## config.mk

```make
export PLATFORM = sky130hd
export DESIGN_NAME = stable_priority_queue_core_flat
export DESIGN_NICKNAME = d
export VERILOG_FILES = /design/src/spq_pkg.sv /design/src/spq_if.sv /design/src/spq_mem.sv /design/src/spq_seq.sv /design/src/stable_priority_queue_core.sv /design/src/flat_wrapper.sv
export SDC_FILE = /design/constraint.sdc
export NUM_CORES = 1
export LEC_CHECK = 0
export BUFFER_PORTS_ARGS = -buffer_cell sky130_fd_sc_hd__buf_4
export CORE_ASPECT_RATIO = 1.4
export CORE_UTILIZATION = 45
export DETAILED_ROUTE_END_ITERATION = 8
export SYNTH_ARGS = -nofsm -noshare
export SYNTH_HDL_FRONTEND = slang
export SYNTH_SLANG_ARGS = --single-unit
```

## constraint.sdc

```tcl
create_clock -name clk -period 4.3 [get_ports clk]
set_clock_uncertainty 0.15 [all_clocks]
set_input_delay 0.86 -clock clk [delete_from_list [all_inputs] [get_ports clk]]
set_output_delay 0.86 -clock clk [all_outputs]
set_load 0.03 [all_outputs]
```

## src/spq_pkg.sv

```systemverilog
// ---------------------------------------------------------------------------
// spq_pkg: shared types and constants of the stable priority queue
// Status codes, opcodes, sequencer states and the control structs that
// travel between the top level and the sequencer.
// ---------------------------------------------------------------------------
package spq_pkg;

  localparam int DEF_QUEUE_DEPTH   = 16;
  localparam int DEF_TAG_BITS      = 16;
  localparam int DEF_PRIORITY_BITS = 8;
  localparam int STATUS_BITS       = 2;

  typedef enum logic {
    OP_INSERT = 1'b0,
    OP_REMOVE = 1'b1
  } op_t;

  typedef enum logic [STATUS_BITS-1:0] {
    ST_INSERTED = 2'd0,
    ST_REMOVED  = 2'd1,
    ST_EMPTY    = 2'd2,
    ST_FULL     = 2'd3
  } status_t;

  typedef enum logic [2:0] {
    S_IDLE,
    S_INS_CMP,
    S_INS_PLACE,
    S_REM_HEAD,
    S_REM_SHIFT,
    S_DONE
  } seq_state_t;

  // command from the top level: start a walk for the item being transferred
  typedef struct packed {
    logic start;
    op_t  op;
  } seq_cmd_t;

  // response to the top level: walk finished, result held until taken
  typedef struct packed {
    logic    done;
    status_t status;
  } seq_rsp_t;

endpackage

```

## src/spq_if.sv

```systemverilog
// ---------------------------------------------------------------------------
// spq_in_if / spq_out_if: command and result channels
// Valid/ready channels; a transfer happens at a clock edge with both high.
// ---------------------------------------------------------------------------
interface spq_in_if #(
  parameter int TAG_BITS      = spq_pkg::DEF_TAG_BITS,
  parameter int PRIORITY_BITS = spq_pkg::DEF_PRIORITY_BITS
);
  logic                     valid;
  logic                     ready;
  logic                     opcode;
  logic [PRIORITY_BITS-1:0] entry_priority;
  logic [TAG_BITS-1:0]      client_tag;

  modport source (output valid, output opcode, output entry_priority, output client_tag,
                  input ready);
  modport sink   (input valid, input opcode, input entry_priority, input client_tag,
                  output ready);
endinterface

interface spq_out_if #(
  parameter int TAG_BITS      = spq_pkg::DEF_TAG_BITS,
  parameter int PRIORITY_BITS = spq_pkg::DEF_PRIORITY_BITS,
  parameter int OCC_BITS      = $clog2(spq_pkg::DEF_QUEUE_DEPTH + 1)
);
  logic                          valid;
  logic                          ready;
  logic [spq_pkg::STATUS_BITS-1:0] status;
  logic [TAG_BITS-1:0]           out_tag;
  logic [PRIORITY_BITS-1:0]      out_priority;
  logic [OCC_BITS-1:0]           occupancy;

  modport source (output valid, output status, output out_tag, output out_priority,
                  output occupancy, input ready);
  modport sink   (input valid, input status, input out_tag, input out_priority,
                  input occupancy, output ready);
endinterface

```

## src/spq_mem.sv

```systemverilog
// ---------------------------------------------------------------------------
// spq_mem: slot storage
// One write port and one read port; read data is registered.
// ---------------------------------------------------------------------------
module spq_mem #(
  parameter int DEPTH = spq_pkg::DEF_QUEUE_DEPTH,
  parameter int WIDTH = spq_pkg::DEF_TAG_BITS + spq_pkg::DEF_PRIORITY_BITS
) (
  input  logic                     clk,
  input  logic                     wr_en,
  input  logic [$clog2(DEPTH)-1:0] wr_addr,
  input  logic [WIDTH-1:0]         wr_data,
  input  logic [$clog2(DEPTH)-1:0] rd_addr,
  output logic [WIDTH-1:0]         rd_data
);

  logic [WIDTH-1:0] slots [DEPTH];

  always_ff @(posedge clk) begin
    if (wr_en) begin
      slots[wr_addr] <= wr_data;
    end
    rd_data <= slots[rd_addr];
  end

endmodule

```

## src/spq_seq.sv

```systemverilog
// ---------------------------------------------------------------------------
// spq_seq: walk sequencer
// Runs one insert or remove over the slot memory, one slot per cycle,
// with a single priority comparator, and keeps the entry count.
// ---------------------------------------------------------------------------
module spq_seq #(
  parameter int QUEUE_DEPTH   = spq_pkg::DEF_QUEUE_DEPTH,
  parameter int TAG_BITS      = spq_pkg::DEF_TAG_BITS,
  parameter int PRIORITY_BITS = spq_pkg::DEF_PRIORITY_BITS
) (
  input  logic                                    clk,
  input  logic                                    rst,
  input  spq_pkg::seq_cmd_t                       cmd,
  input  logic [PRIORITY_BITS-1:0]                in_prio,
  input  logic [TAG_BITS-1:0]                     in_tag,
  input  logic                                    take,
  output spq_pkg::seq_rsp_t                       rsp,
  output logic [TAG_BITS-1:0]                     res_tag,
  output logic [PRIORITY_BITS-1:0]                res_prio,
  output logic [$clog2(QUEUE_DEPTH+1)-1:0]        occupancy,
  output logic                                    wr_en,
  output logic [$clog2(QUEUE_DEPTH)-1:0]          wr_addr,
  output logic [TAG_BITS+PRIORITY_BITS-1:0]       wr_data,
  output logic [$clog2(QUEUE_DEPTH)-1:0]          rd_addr,
  input  logic [TAG_BITS+PRIORITY_BITS-1:0]       rd_data
);
  import spq_pkg::*;

  localparam int IDX_W = $clog2(QUEUE_DEPTH);
  localparam int CNT_W = $clog2(QUEUE_DEPTH + 1);
  localparam int ENT_W = TAG_BITS + PRIORITY_BITS;
  localparam logic [CNT_W-1:0] FULL_COUNT = CNT_W'(QUEUE_DEPTH);
  localparam logic [CNT_W-1:0] ONE_COUNT  = CNT_W'(1);
  localparam logic [IDX_W-1:0] ONE_IDX    = IDX_W'(1);
  localparam logic [IDX_W-1:0] TWO_IDX    = IDX_W'(2);

  seq_state_t               state, state_next;
  logic [CNT_W-1:0]         count, count_next;
  logic [IDX_W-1:0]         pos, pos_next;
  logic [PRIORITY_BITS-1:0] item_prio;
  logic [TAG_BITS-1:0]      item_tag;
  status_t                  status, status_next;
  logic [TAG_BITS-1:0]      res_tag_next;
  logic [PRIORITY_BITS-1:0] res_prio_next;

  logic [PRIORITY_BITS-1:0] slot_prio;
  logic [ENT_W-1:0]         item_word;

  assign slot_prio = rd_data[ENT_W-1 -: PRIORITY_BITS];
  assign item_word = {item_prio, item_tag};

  always_ff @(posedge clk) begin
    if (rst) begin
      state <= S_IDLE;
      count <= '0;
    end else begin
      state <= state_next;
      count <= count_next;
    end
  end

  always_ff @(posedge clk) begin
    pos      <= pos_next;
    status   <= status_next;
    res_tag  <= res_tag_next;
    res_prio <= res_prio_next;
    if (state == S_IDLE && cmd.start) begin
      item_prio <= in_prio;
      item_tag  <= in_tag;
    end
  end

  always_comb begin
    state_next    = state;
    count_next    = count;
    pos_next      = pos;
    status_next   = status;
    res_tag_next  = res_tag;
    res_prio_next = res_prio;
    wr_en         = 1'b0;
    wr_addr       = pos;
    wr_data       = item_word;
    rd_addr       = '0;

    unique case (state)
      S_IDLE: begin
        if (cmd.start) begin
          res_tag_next  = '0;
          res_prio_next = '0;
          if (cmd.op == OP_INSERT) begin
            if (count == FULL_COUNT) begin
              status_next = ST_FULL;
              state_next  = S_DONE;
            end else if (count == '0) begin
              // empty queue: place at the head at once
              wr_en       = 1'b1;
              wr_addr     = '0;
              wr_data     = {in_prio, in_tag};
              count_next  = ONE_COUNT;
              status_next = ST_INSERTED;
              state_next  = S_DONE;
            end else begin
              pos_next   = count[IDX_W-1:0];
              rd_addr    = count[IDX_W-1:0] - ONE_IDX;
              state_next = S_INS_CMP;
            end
          end else begin
            if (count == '0) begin
              status_next = ST_EMPTY;
              state_next  = S_DONE;
            end else begin
              rd_addr    = '0;
              state_next = S_REM_HEAD;
            end
          end
        end
      end

      S_INS_CMP: begin
        // rd_data holds slot pos-1; shift it up while it sorts after the item
        wr_en = 1'b1;
        if (slot_prio > item_prio) begin
          wr_data = rd_data;
          if (pos == ONE_IDX) begin
            pos_next   = '0;
            state_next = S_INS_PLACE;
          end else begin
            rd_addr  = pos - TWO_IDX;
            pos_next = pos - ONE_IDX;
          end
        end else begin
          count_next  = count + ONE_COUNT;
          status_next = ST_INSERTED;
          state_next  = S_DONE;
        end
      end

      S_INS_PLACE: begin
        wr_en       = 1'b1;
        count_next  = count + ONE_COUNT;
        status_next = ST_INSERTED;
        state_next  = S_DONE;
      end

      S_REM_HEAD: begin
        res_tag_next  = rd_data[TAG_BITS-1:0];
        res_prio_next = slot_prio;
        status_next   = ST_REMOVED;
        if (count == ONE_COUNT) begin
          count_next = '0;
          state_next = S_DONE;
        end else begin
          rd_addr    = ONE_IDX;
          pos_next   = ONE_IDX;
          state_next = S_REM_SHIFT;
        end
      end

      S_REM_SHIFT: begin
        // rd_data holds slot pos; move it down one place
        wr_en   = 1'b1;
        wr_addr = pos - ONE_IDX;
        wr_data = rd_data;
        if (CNT_W'(pos) + ONE_COUNT < count) begin
          rd_addr  = pos + ONE_IDX;
          pos_next = pos + ONE_IDX;
        end else begin
          count_next = count - ONE_COUNT;
          state_next = S_DONE;
        end
      end

      S_DONE: begin
        if (take) begin
          state_next = S_IDLE;
        end
      end

      default: state_next = S_IDLE;
    endcase
  end

  assign rsp       = '{done: (state == S_DONE), status: status};
  assign occupancy = count;

endmodule

```

## src/stable_priority_queue_core.sv

```systemverilog
// ---------------------------------------------------------------------------
// stable_priority_queue_core: sorted priority queue with stable ordering
// Bounded queue kept sorted by ascending priority; equal priorities leave in
// arrival order.
// ---------------------------------------------------------------------------
// Usage:
//   req  carries one command per transfer: opcode insert (tag + priority) or
//        remove (pop head). rsp carries exactly one result per command:
//        status, removed tag/priority (zero unless removed) and occupancy.
//   The sequencer walks the slot memory one slot per cycle through its single
//   read and write port; req.ready stays low while a command is in flight, so
//   commands are handled one at a time, and it rises again once the result
//   is loaded into the rsp output register.
//   A finished result sits in the rsp output register. req accepts the next
//   command while that result waits; if the receiver still stalls when the
//   next result is ready, the sequencer holds it until the register frees.
//   Reset empties the queue (entry count to zero) and drops any pending
//   result; slot contents are left as they are and never read until written.
// ---------------------------------------------------------------------------
module stable_priority_queue_core #(
  parameter int QUEUE_DEPTH   = spq_pkg::DEF_QUEUE_DEPTH,
  parameter int TAG_BITS      = spq_pkg::DEF_TAG_BITS,
  parameter int PRIORITY_BITS = spq_pkg::DEF_PRIORITY_BITS
) (
  input logic       clk,
  input logic       rst,
  spq_in_if.sink    req,
  spq_out_if.source rsp
);
  import spq_pkg::*;

  localparam int IDX_W = $clog2(QUEUE_DEPTH);
  localparam int CNT_W = $clog2(QUEUE_DEPTH + 1);
  localparam int ENT_W = TAG_BITS + PRIORITY_BITS;

  logic                     busy;
  logic                     req_xfer;
  logic                     take;
  seq_cmd_t                 cmd;
  seq_rsp_t                 seq_rsp;
  logic [TAG_BITS-1:0]      res_tag;
  logic [PRIORITY_BITS-1:0] res_prio;
  logic [CNT_W-1:0]         seq_occ;

  logic                     mem_wr_en;
  logic [IDX_W-1:0]         mem_wr_addr;
  logic [ENT_W-1:0]         mem_wr_data;
  logic [IDX_W-1:0]         mem_rd_addr;
  logic [ENT_W-1:0]         mem_rd_data;

  logic                     out_valid;
  logic [STATUS_BITS-1:0]   out_status;
  logic [TAG_BITS-1:0]      out_tag;
  logic [PRIORITY_BITS-1:0] out_prio;
  logic [CNT_W-1:0]         out_occ;

  // Take a new command only when no command is in flight.
  assign req.ready = !busy;
  assign req_xfer  = req.valid && !busy;

  assign cmd = '{start: req_xfer, op: op_t'(req.opcode)};

  // Load the output register when the sequencer is done and the register
  // is empty or being drained in this cycle.
  assign take = seq_rsp.done && (!out_valid || rsp.ready);

  always_ff @(posedge clk) begin
    if (rst) begin
      busy      <= 1'b0;
      out_valid <= 1'b0;
    end else begin
      if (req_xfer) begin
        busy <= 1'b1;
      end else if (take) begin
        busy <= 1'b0;
      end
      if (take) begin
        out_valid <= 1'b1;
      end else if (rsp.ready) begin
        out_valid <= 1'b0;
      end
    end
  end

  // Hold payload until the result transfer completes.
  always_ff @(posedge clk) begin
    if (take) begin
      out_status <= seq_rsp.status;
      out_tag    <= res_tag;
      out_prio   <= res_prio;
      out_occ    <= seq_occ;
    end
  end

  assign rsp.valid        = out_valid;
  assign rsp.status       = out_status;
  assign rsp.out_tag      = out_tag;
  assign rsp.out_priority = out_prio;
  assign rsp.occupancy    = out_occ;

  spq_seq #(
    .QUEUE_DEPTH  (QUEUE_DEPTH),
    .TAG_BITS     (TAG_BITS),
    .PRIORITY_BITS(PRIORITY_BITS)
  ) u_seq (
    .clk      (clk),
    .rst      (rst),
    .cmd      (cmd),
    .in_prio  (req.entry_priority),
    .in_tag   (req.client_tag),
    .take     (take),
    .rsp      (seq_rsp),
    .res_tag  (res_tag),
    .res_prio (res_prio),
    .occupancy(seq_occ),
    .wr_en    (mem_wr_en),
    .wr_addr  (mem_wr_addr),
    .wr_data  (mem_wr_data),
    .rd_addr  (mem_rd_addr),
    .rd_data  (mem_rd_data)
  );

  spq_mem #(
    .DEPTH(QUEUE_DEPTH),
    .WIDTH(ENT_W)
  ) u_mem (
    .clk    (clk),
    .wr_en  (mem_wr_en),
    .wr_addr(mem_wr_addr),
    .wr_data(mem_wr_data),
    .rd_addr(mem_rd_addr),
    .rd_data(mem_rd_data)
  );

endmodule

```

## src/flat_wrapper.sv

```systemverilog
// flat-port wrapper written by rule: the top's interface ports become plain ports
module stable_priority_queue_core_flat import spq_pkg::*;
#(
  parameter int QUEUE_DEPTH   = spq_pkg::DEF_QUEUE_DEPTH,
  parameter int TAG_BITS      = spq_pkg::DEF_TAG_BITS,
  parameter int PRIORITY_BITS = spq_pkg::DEF_PRIORITY_BITS
)
  (clk, rst, req_valid, req_opcode, req_entry_priority, req_client_tag, req_ready, rsp_valid, rsp_status, rsp_out_tag, rsp_out_priority, rsp_occupancy, rsp_ready);
  spq_in_if #(.TAG_BITS(TAG_BITS), .PRIORITY_BITS(PRIORITY_BITS)) req_i ();
  spq_out_if #(.TAG_BITS(TAG_BITS), .PRIORITY_BITS(PRIORITY_BITS)) rsp_i ();
  input logic clk;
  input logic rst;
  input wire logic [$bits(req_i.valid)-1:0] req_valid;
  input wire logic [$bits(req_i.opcode)-1:0] req_opcode;
  input wire logic [$bits(req_i.entry_priority)-1:0] req_entry_priority;
  input wire logic [$bits(req_i.client_tag)-1:0] req_client_tag;
  output wire logic [$bits(req_i.ready)-1:0] req_ready;
  output wire logic [$bits(rsp_i.valid)-1:0] rsp_valid;
  output wire logic [$bits(rsp_i.status)-1:0] rsp_status;
  output wire logic [$bits(rsp_i.out_tag)-1:0] rsp_out_tag;
  output wire logic [$bits(rsp_i.out_priority)-1:0] rsp_out_priority;
  output wire logic [$bits(rsp_i.occupancy)-1:0] rsp_occupancy;
  input wire logic [$bits(rsp_i.ready)-1:0] rsp_ready;
  assign req_i.valid = req_valid;
  assign req_i.opcode = req_opcode;
  assign req_i.entry_priority = req_entry_priority;
  assign req_i.client_tag = req_client_tag;
  assign req_ready = req_i.ready;
  assign rsp_valid = rsp_i.valid;
  assign rsp_status = rsp_i.status;
  assign rsp_out_tag = rsp_i.out_tag;
  assign rsp_out_priority = rsp_i.out_priority;
  assign rsp_occupancy = rsp_i.occupancy;
  assign rsp_i.ready = rsp_ready;
  stable_priority_queue_core #(.QUEUE_DEPTH(QUEUE_DEPTH), .TAG_BITS(TAG_BITS), .PRIORITY_BITS(PRIORITY_BITS)) u_core (.clk(clk), .rst(rst), .req(req_i), .rsp(rsp_i));
endmodule
```

* Word-level counts from Yosys, hierarchy flattened
Memory sizes are Yosys's and may differ from the RTL's. A register that Yosys moved wholly into a read port is not among the register bits.
Cells that the tools add are included.
** Storage, ports and cells
- Register bits :: 95
- Bits in latches :: 0
- RAM bits :: 384
- ROM bits :: 0
- Bits of input ports :: 29
- Output and inout bits :: 33
- Logic and storage cells :: 137
- Memories :: 1
** Operators by class
- Add/subtract/negate cells :: 7
- $mul :: 0
- Div/mod/pow operators :: 0
- Magnitude comparators :: 2
- Equal/unequal tests :: 23
- Shift-type cells :: 0
- Multiplexer cells :: 70
- Bitwise logic cells :: 0
- Reductions and logical operators :: 20
** Memories
- u_core.u_mem.slots :: words 16, bits a word 24, read ports 1, clocked after memory_dff 1, write ports 1, RTL line spq_mem.sv:17 : logic [WIDTH-1:0] slots [DEPTH];
** Operator list (count)
- 2-to-1 mux 24 bit :: 5
- 2-to-1 mux 4 bit :: 19
- one-hot mux 24 bit (3 select lines) :: 1
- 2-to-1 mux 5 bit :: 7
- one-hot mux 16 bit (2 select lines) :: 1
- one-hot mux 4 bit (4 select lines) :: 2
- 2-to-1 mux 3 bit :: 9
- one-hot mux 5 bit (5 select lines) :: 1
- inequality test 2 bit, second input constant :: 9
- one-hot mux 3 bit (6 select lines) :: 1
- 2-to-1 mux 16 bit :: 1
- one-hot mux 8 bit (2 select lines) :: 1
- AND reduction 8 bit :: 2
- 2-to-1 mux 1 bit :: 12
- 2-to-1 mux 2 bit :: 6
- greater-than comparator 8 bit :: 1
- 2-to-1 mux 8 bit :: 1
- one-hot mux 2 bit (4 select lines) :: 1
- one-hot mux 4 bit (2 select lines) :: 1
- nonzero test 4 bit :: 2
- subtractor 4 x 1 -> 4 bit, second input constant :: 2
- equality test 3 x 2 -> 1 bit, second input constant :: 2
- equality test 3 bit, second input constant :: 2
- inequality test 2 x 1 -> 1 bit, second input constant :: 3
- other kinds (25) :: 30

* Depth between registers and ports, before layout
- Depth after elaboration :: 8
- Depth in mapped cells :: 16

* Modules after synthesis
A second synthesis with hierarchy kept.
** Unflattened totals
- Cell total of the unflattened synthesis :: 1051
- Area, all modules :: 19799.0 um^2
** By module, submodules not included
- spq_mem :: instances 1, cells each 636, area each 14933.1 um^2
- spq_seq :: instances 1, cells each 374, area each 3834.9 um^2
- stable_priority_queue_core :: instances 1, cells each 41, area each 1031.0 um^2

* Least setup slack after synthesis
Ideal clock, no wire load.
- Kind :: input -> register
- Start :: in req_valid
- End :: mem u_core.u_mem.slots[0][0] in the netlist's numbering, enable pin
- Setup time :: 0.405 ns
- Data arrival time :: 3.249 ns
- Data required time :: 3.745 ns
- Setup slack :: 0.497 ns
- Cell stages on the path :: 6
- Cell sequence :: nand2b_1 -> or3_4 -> nor4_1 -> a311o_1 -> o21ai_0 -> nor2_1
** On the way
- Word-level cells in the longest chain between the ends :: 5
- Elaborated cells on any way between the ends :: 7
- Classes of those cells :: mux: 6; reduce/logical: 1
** RTL lines
- start: declaration :: RTL line flat_wrapper.sv:13 : input wire logic [$bits(req_i.valid)-1:0] req_valid;
- logical AND 1 bit * :: RTL line stable_priority_queue_core.sv:59 : assign req_xfer = req.valid && !busy;
- 2-to-1 mux 1 bit :: RTL line spq_seq.sv:87 : if (cmd.start) begin
- one-hot mux 1 bit (2 select lines) :: RTL line spq_seq.sv:85 : unique case (state)
- 2-to-1 mux 1 bit :: RTL line spq_mem.sv:20 : if (wr_en) begin
- 2-to-1 mux 1 bit (implied by the code) :: RTL line spq_mem.sv:21 : slots[wr_addr] <= wr_data;
- end: declaration :: RTL line spq_mem.sv:17
Mark *: on every way between the ends. The rest lies on a longest branch, timed or not.

* Worst setup path in the final report
- Start :: reg u_core.u_seq.pos[0]
- End :: reg u_core.u_mem.rd_data[1], read port of u_core.u_mem.slots
** On the way
- Word-level cells in the longest chain between the ends :: 4
- Elaborated cells on any way between the ends :: 9
- Classes of those cells :: add/sub: 3; order compare: 1; eq/ne: 1; mux: 4
** RTL lines
- start: declaration :: RTL line spq_seq.sv:39 : logic [IDX_W-1:0] pos, pos_next;
- start signal: assignment :: RTL line spq_seq.sv:63 : pos <= pos_next;
- adder 4 x 1 -> 5 bit, or another cell as far along :: RTL line spq_seq.sv:164 : if (CNT_W'(pos) + ONE_COUNT < count) begin
- < comparator 5 bit / 2-to-1 mux 4 bit (equally long branches) :: RTL line spq_seq.sv:164, spq_seq.sv:124
- 2-to-1 mux 4 bit (on tied branches) :: RTL line spq_seq.sv:164, spq_seq.sv:122
- one-hot mux 4 bit (4 select lines) * :: RTL line spq_seq.sv:85
- end: declaration :: RTL line spq_mem.sv:14 : output logic [WIDTH-1:0] rd_data
Marks and branches as above.
A chain may end at the register's enable or synchronous reset.

==> reports/qor.yml <==
period_minus_slack_ns: 4.100
dp_hpwl_mm: 31.03
yosys-top-cells-area: "edfxtp_1, nand2_1, and3_1"
area_growth_pct: 14.95
cp_slowest_cell: "edfxtp_1"
syn-instance-count: 1514
first_pass_iters: 7
worstSetupPathType: "flop to flop"
start_util_pct: 45.47
overflow: 0
synth_nets: 1565
gp_congestion: 0.8636
p_comb_share_pct: 38.2
antenna_found_initial: 1
finalMaxSlewViolations: 0
drc: 0
synth_top_area_share_pct: 68.81
max-vdd-ir-drop_mv: 0.4407
drt_iter0_drc: 1322
io_pins: 62
grt_pass1_vias: 12664
cts.sinks: 503
io_buffers: 61
antenna_cells: 0
fin_nets: 1644
cts_max_path_buffers: 3
die_y_um: 254.3
core_um2: 45010
pwr-share-clk_pct: 21.1
grt_usage_pct: 23.18
die-width_um: 182.2
slowest_delay_ns: 0.51
crit_arrival_ns: 4.46
yosys_most_used_dff: "edfxtp_1"
tightest_slew_ns: 1.063
finalWirelength_mm: 53.40
worst-path-max-fanout: 31
pwr-share-seq_pct: 40.7
grt_pass1_wl_mm: 79.34
ys.warnings.count: 0
syn-cell-area_um2: 20470
hold_buffers: 0
status: "finished clean"
rows: 92
setup_viol: 0
hp-start: "u_core.u_seq.res_tag[11]$_SDFFCE_PN0P_"
switching_power_w: 0.007156
cts.htree.levels: 2
drive_gt1_share_pct: 14.29
via_per_inst: 5.798
postRouteAntennaNets: 0
cts_buffers: 45
avgRoutedWirePerCell_um: 23.83
power_density_nw_per_um2: 813.6
period_share_pct: 95.35
fmax_ghz: 0.2439
synthTopCellsByCount: "edfxtp_1, nand2_1, and3_1, a21oi_1, nand3_1"
end_kind: "flop"
path_buf_inv: 3
synth-seq-cells: 503
drv_cap: 0
hp-class: "flop to flop"
tns_ns: 0
synth.largest_area_cell: "edfxtp_1"
critical_path_required_ns: 4.66
avgSynthCellArea_um2: 13.52
ys_seq_area_share_pct: 72.14
clk_pin_slew_ns: 0.06
grt_max_degree: 56
insertion_delay_ns: 0.57
cp-start-kind: "flop"
rsz0062_at_grt: "no"
worst_hold_slack_ns: 0.2686
swShare_pct: 37.38
leakage_nw: 8.578
utilization_pct: 52.27
cts_tree: "done"
synth_edf_count: 469
die-area_um2: 46350
num_vias: 12993
worst_slew_margin_rel_pct: 28.39
worstSetupStartpoint: "u_core.u_seq.pos[0]$_DFFE_PP_"
cp_cell_sequence: "inv_1, ha_1, ha_1, o211ai_1, o21ai_0, a21oi_1, buf_4, a22oi_2, o21ai_4, buf_4, a21oi_1, a22o_1, a2111oi_0, or3_1"
yosysMostFrequentCell: "edfxtp_1"
hold_viol: 0
rr_startpoint: "u_core.u_seq.pos[0]$_DFFE_PP_"
synth_cell_types: 58
ys_async_sr_fraction_pct: 0
internal_power_w: 0.01199
cts_root_buffer: "clkbuf_16"
path_delay_family: "compound AO/OA/AOI/OAI gates"
[logic make-up after synthesis]
group                      Yosys count  share of synthesized area (%)
and+or+nand+nor                    552                          12.75
AOI/OAI and AO/OA                  259                          9.023
muxes                               24                          1.174
DFF                                503                          72.14
buffers and inverters              145                          3.185
xor gates and xnor gates             9                         0.3852
adders and majority gates           22                          1.345
[worst register-to-register path: cells and delay by family, from the launching register on]
kind | cells | cell delay [ns]
buf+inv | 3 | 0.83
simple gates | 1 | 0.19
compound gates | 8 | 1.65
flops | 1 | 0.51
fa+ha+maj | 2 | 0.72
[placed cells by master, fill, tap and decap left out, types with 6 or more instances in the layout]
cell type,netlist,layout
a2111oi_0,23,22
nand3_1,57,57
a211oi_1,49,49
nand2b_1,6,6
mux2i_1,24,24
o211ai_1,7,7
buf_12,0,12
clkbuf_16,0,45
nand2_1,262,261
nor2_2,0,7
or3_1,25,25
a21oi_1,78,77
nand4_1,6,6
ha_1,22,22
nor3_1,6,6
edfxtp_1,469,469
inv_1,45,45
o21ai_0,21,20
buf_4,2,119
clkbuf_1,56,12
nor2_4,0,10
and3_1,119,119
dfxtp_1,34,34
nor2b_1,8,8
xor2_1,6,6
a222oi_1,24,24
nor2_1,50,33
clkbuf_8,0,9
clkinv_2,0,6
a22o_1,24,24
[worst paths after layout]
check,end,slack (ns),depth (start not counted)
worst max-delay path,u_core.u_mem.rd_data[1]$_DFF_P_,0.20,14
worst min-delay path,u_core.rsp.out_tag[11]$_DFFE_PP_,0.27,0
worst max register to register,u_core.u_mem.rd_data[1]$_DFF_P_,0.20,14
worst min register to register,u_core.rsp.out_tag[11]$_DFFE_PP_,0.27,0
[power groups by stage]
stage | clock network, W | registers, W | logic [W]
4_1_cts | 0.00410 | 0.00778 | 0.00729
2_1_floorplan | 0 | 0.00771 | 0.00453
6_report | 0.00404 | 0.00779 | 0.00732
3_3_place_gp | 0 | 0.00787 | 0.00712
3_5_place_dp | 0 | 0.00788 | 0.00726
5_1_grt | 0.00427 | 0.00786 | 0.00795
[what timing repair did]
item                       in CTS  in global routing
buffers inserted                0                  0
resized for setup               0                  4
setup endpoints to repair       0                 13
[area by class of cell]
type / count / area [um^2]
clock buffer: 66 / 1295
clock inverter: 18 / 192.7
multi-input combinational: 866 / 5197
sequential: 503 / 14760
timing repair buffer: 132 / 1145
tap: 611 / 764.5
inverter: 45 / 168.9
fill: 3711 / 21480
[state kept, by name, summed over array words and instances (netlist names), 4 cells and up]
register / flops
u_core.u_mem.rd_data: 24
u_core.rsp.out_priority: 8
u_core.rsp.out_tag: 16
u_core.u_seq.item_prio: 8
u_core.u_seq.res_prio: 8
u_core.u_seq.item_tag: 16
u_core.u_seq.occupancy: 5
u_core.u_seq.res_tag: 16
u_core.rsp.occupancy: 5
u_core.u_seq.pos: 4
u_core.u_mem.slots: 384
[layer usage]
layer  routed length, um  track usage (%)  share of wire, %
met4                2790            12.05               5.2
met3                3119            2.856               5.8
met1               20780            28.15                39
met2               26710            40.58                50
met5                   0                0                 0
[through the flow]
| stage | setup WS [ns] | instances | power, W | area, um^2 |
|---|---|---|---|---|
| after floorplan | 0.4967 | 1514 | 0.01223 | 20470 |
| after global placement | 0.1845 | 2157 | 0.01498 | 22020 |
| after detailed placement | 0.2258 | 2157 | 0.01515 | 22020 |
| after CTS | 0.1936 | 2241 | 0.01917 | 23510 |
| after global routing | 0.002184 | 2241 | 0.02008 | 23530 |
| final | 0.1998 | 2241 | 0.01914 | 23530 |
(Power assumes the default switching activity.)
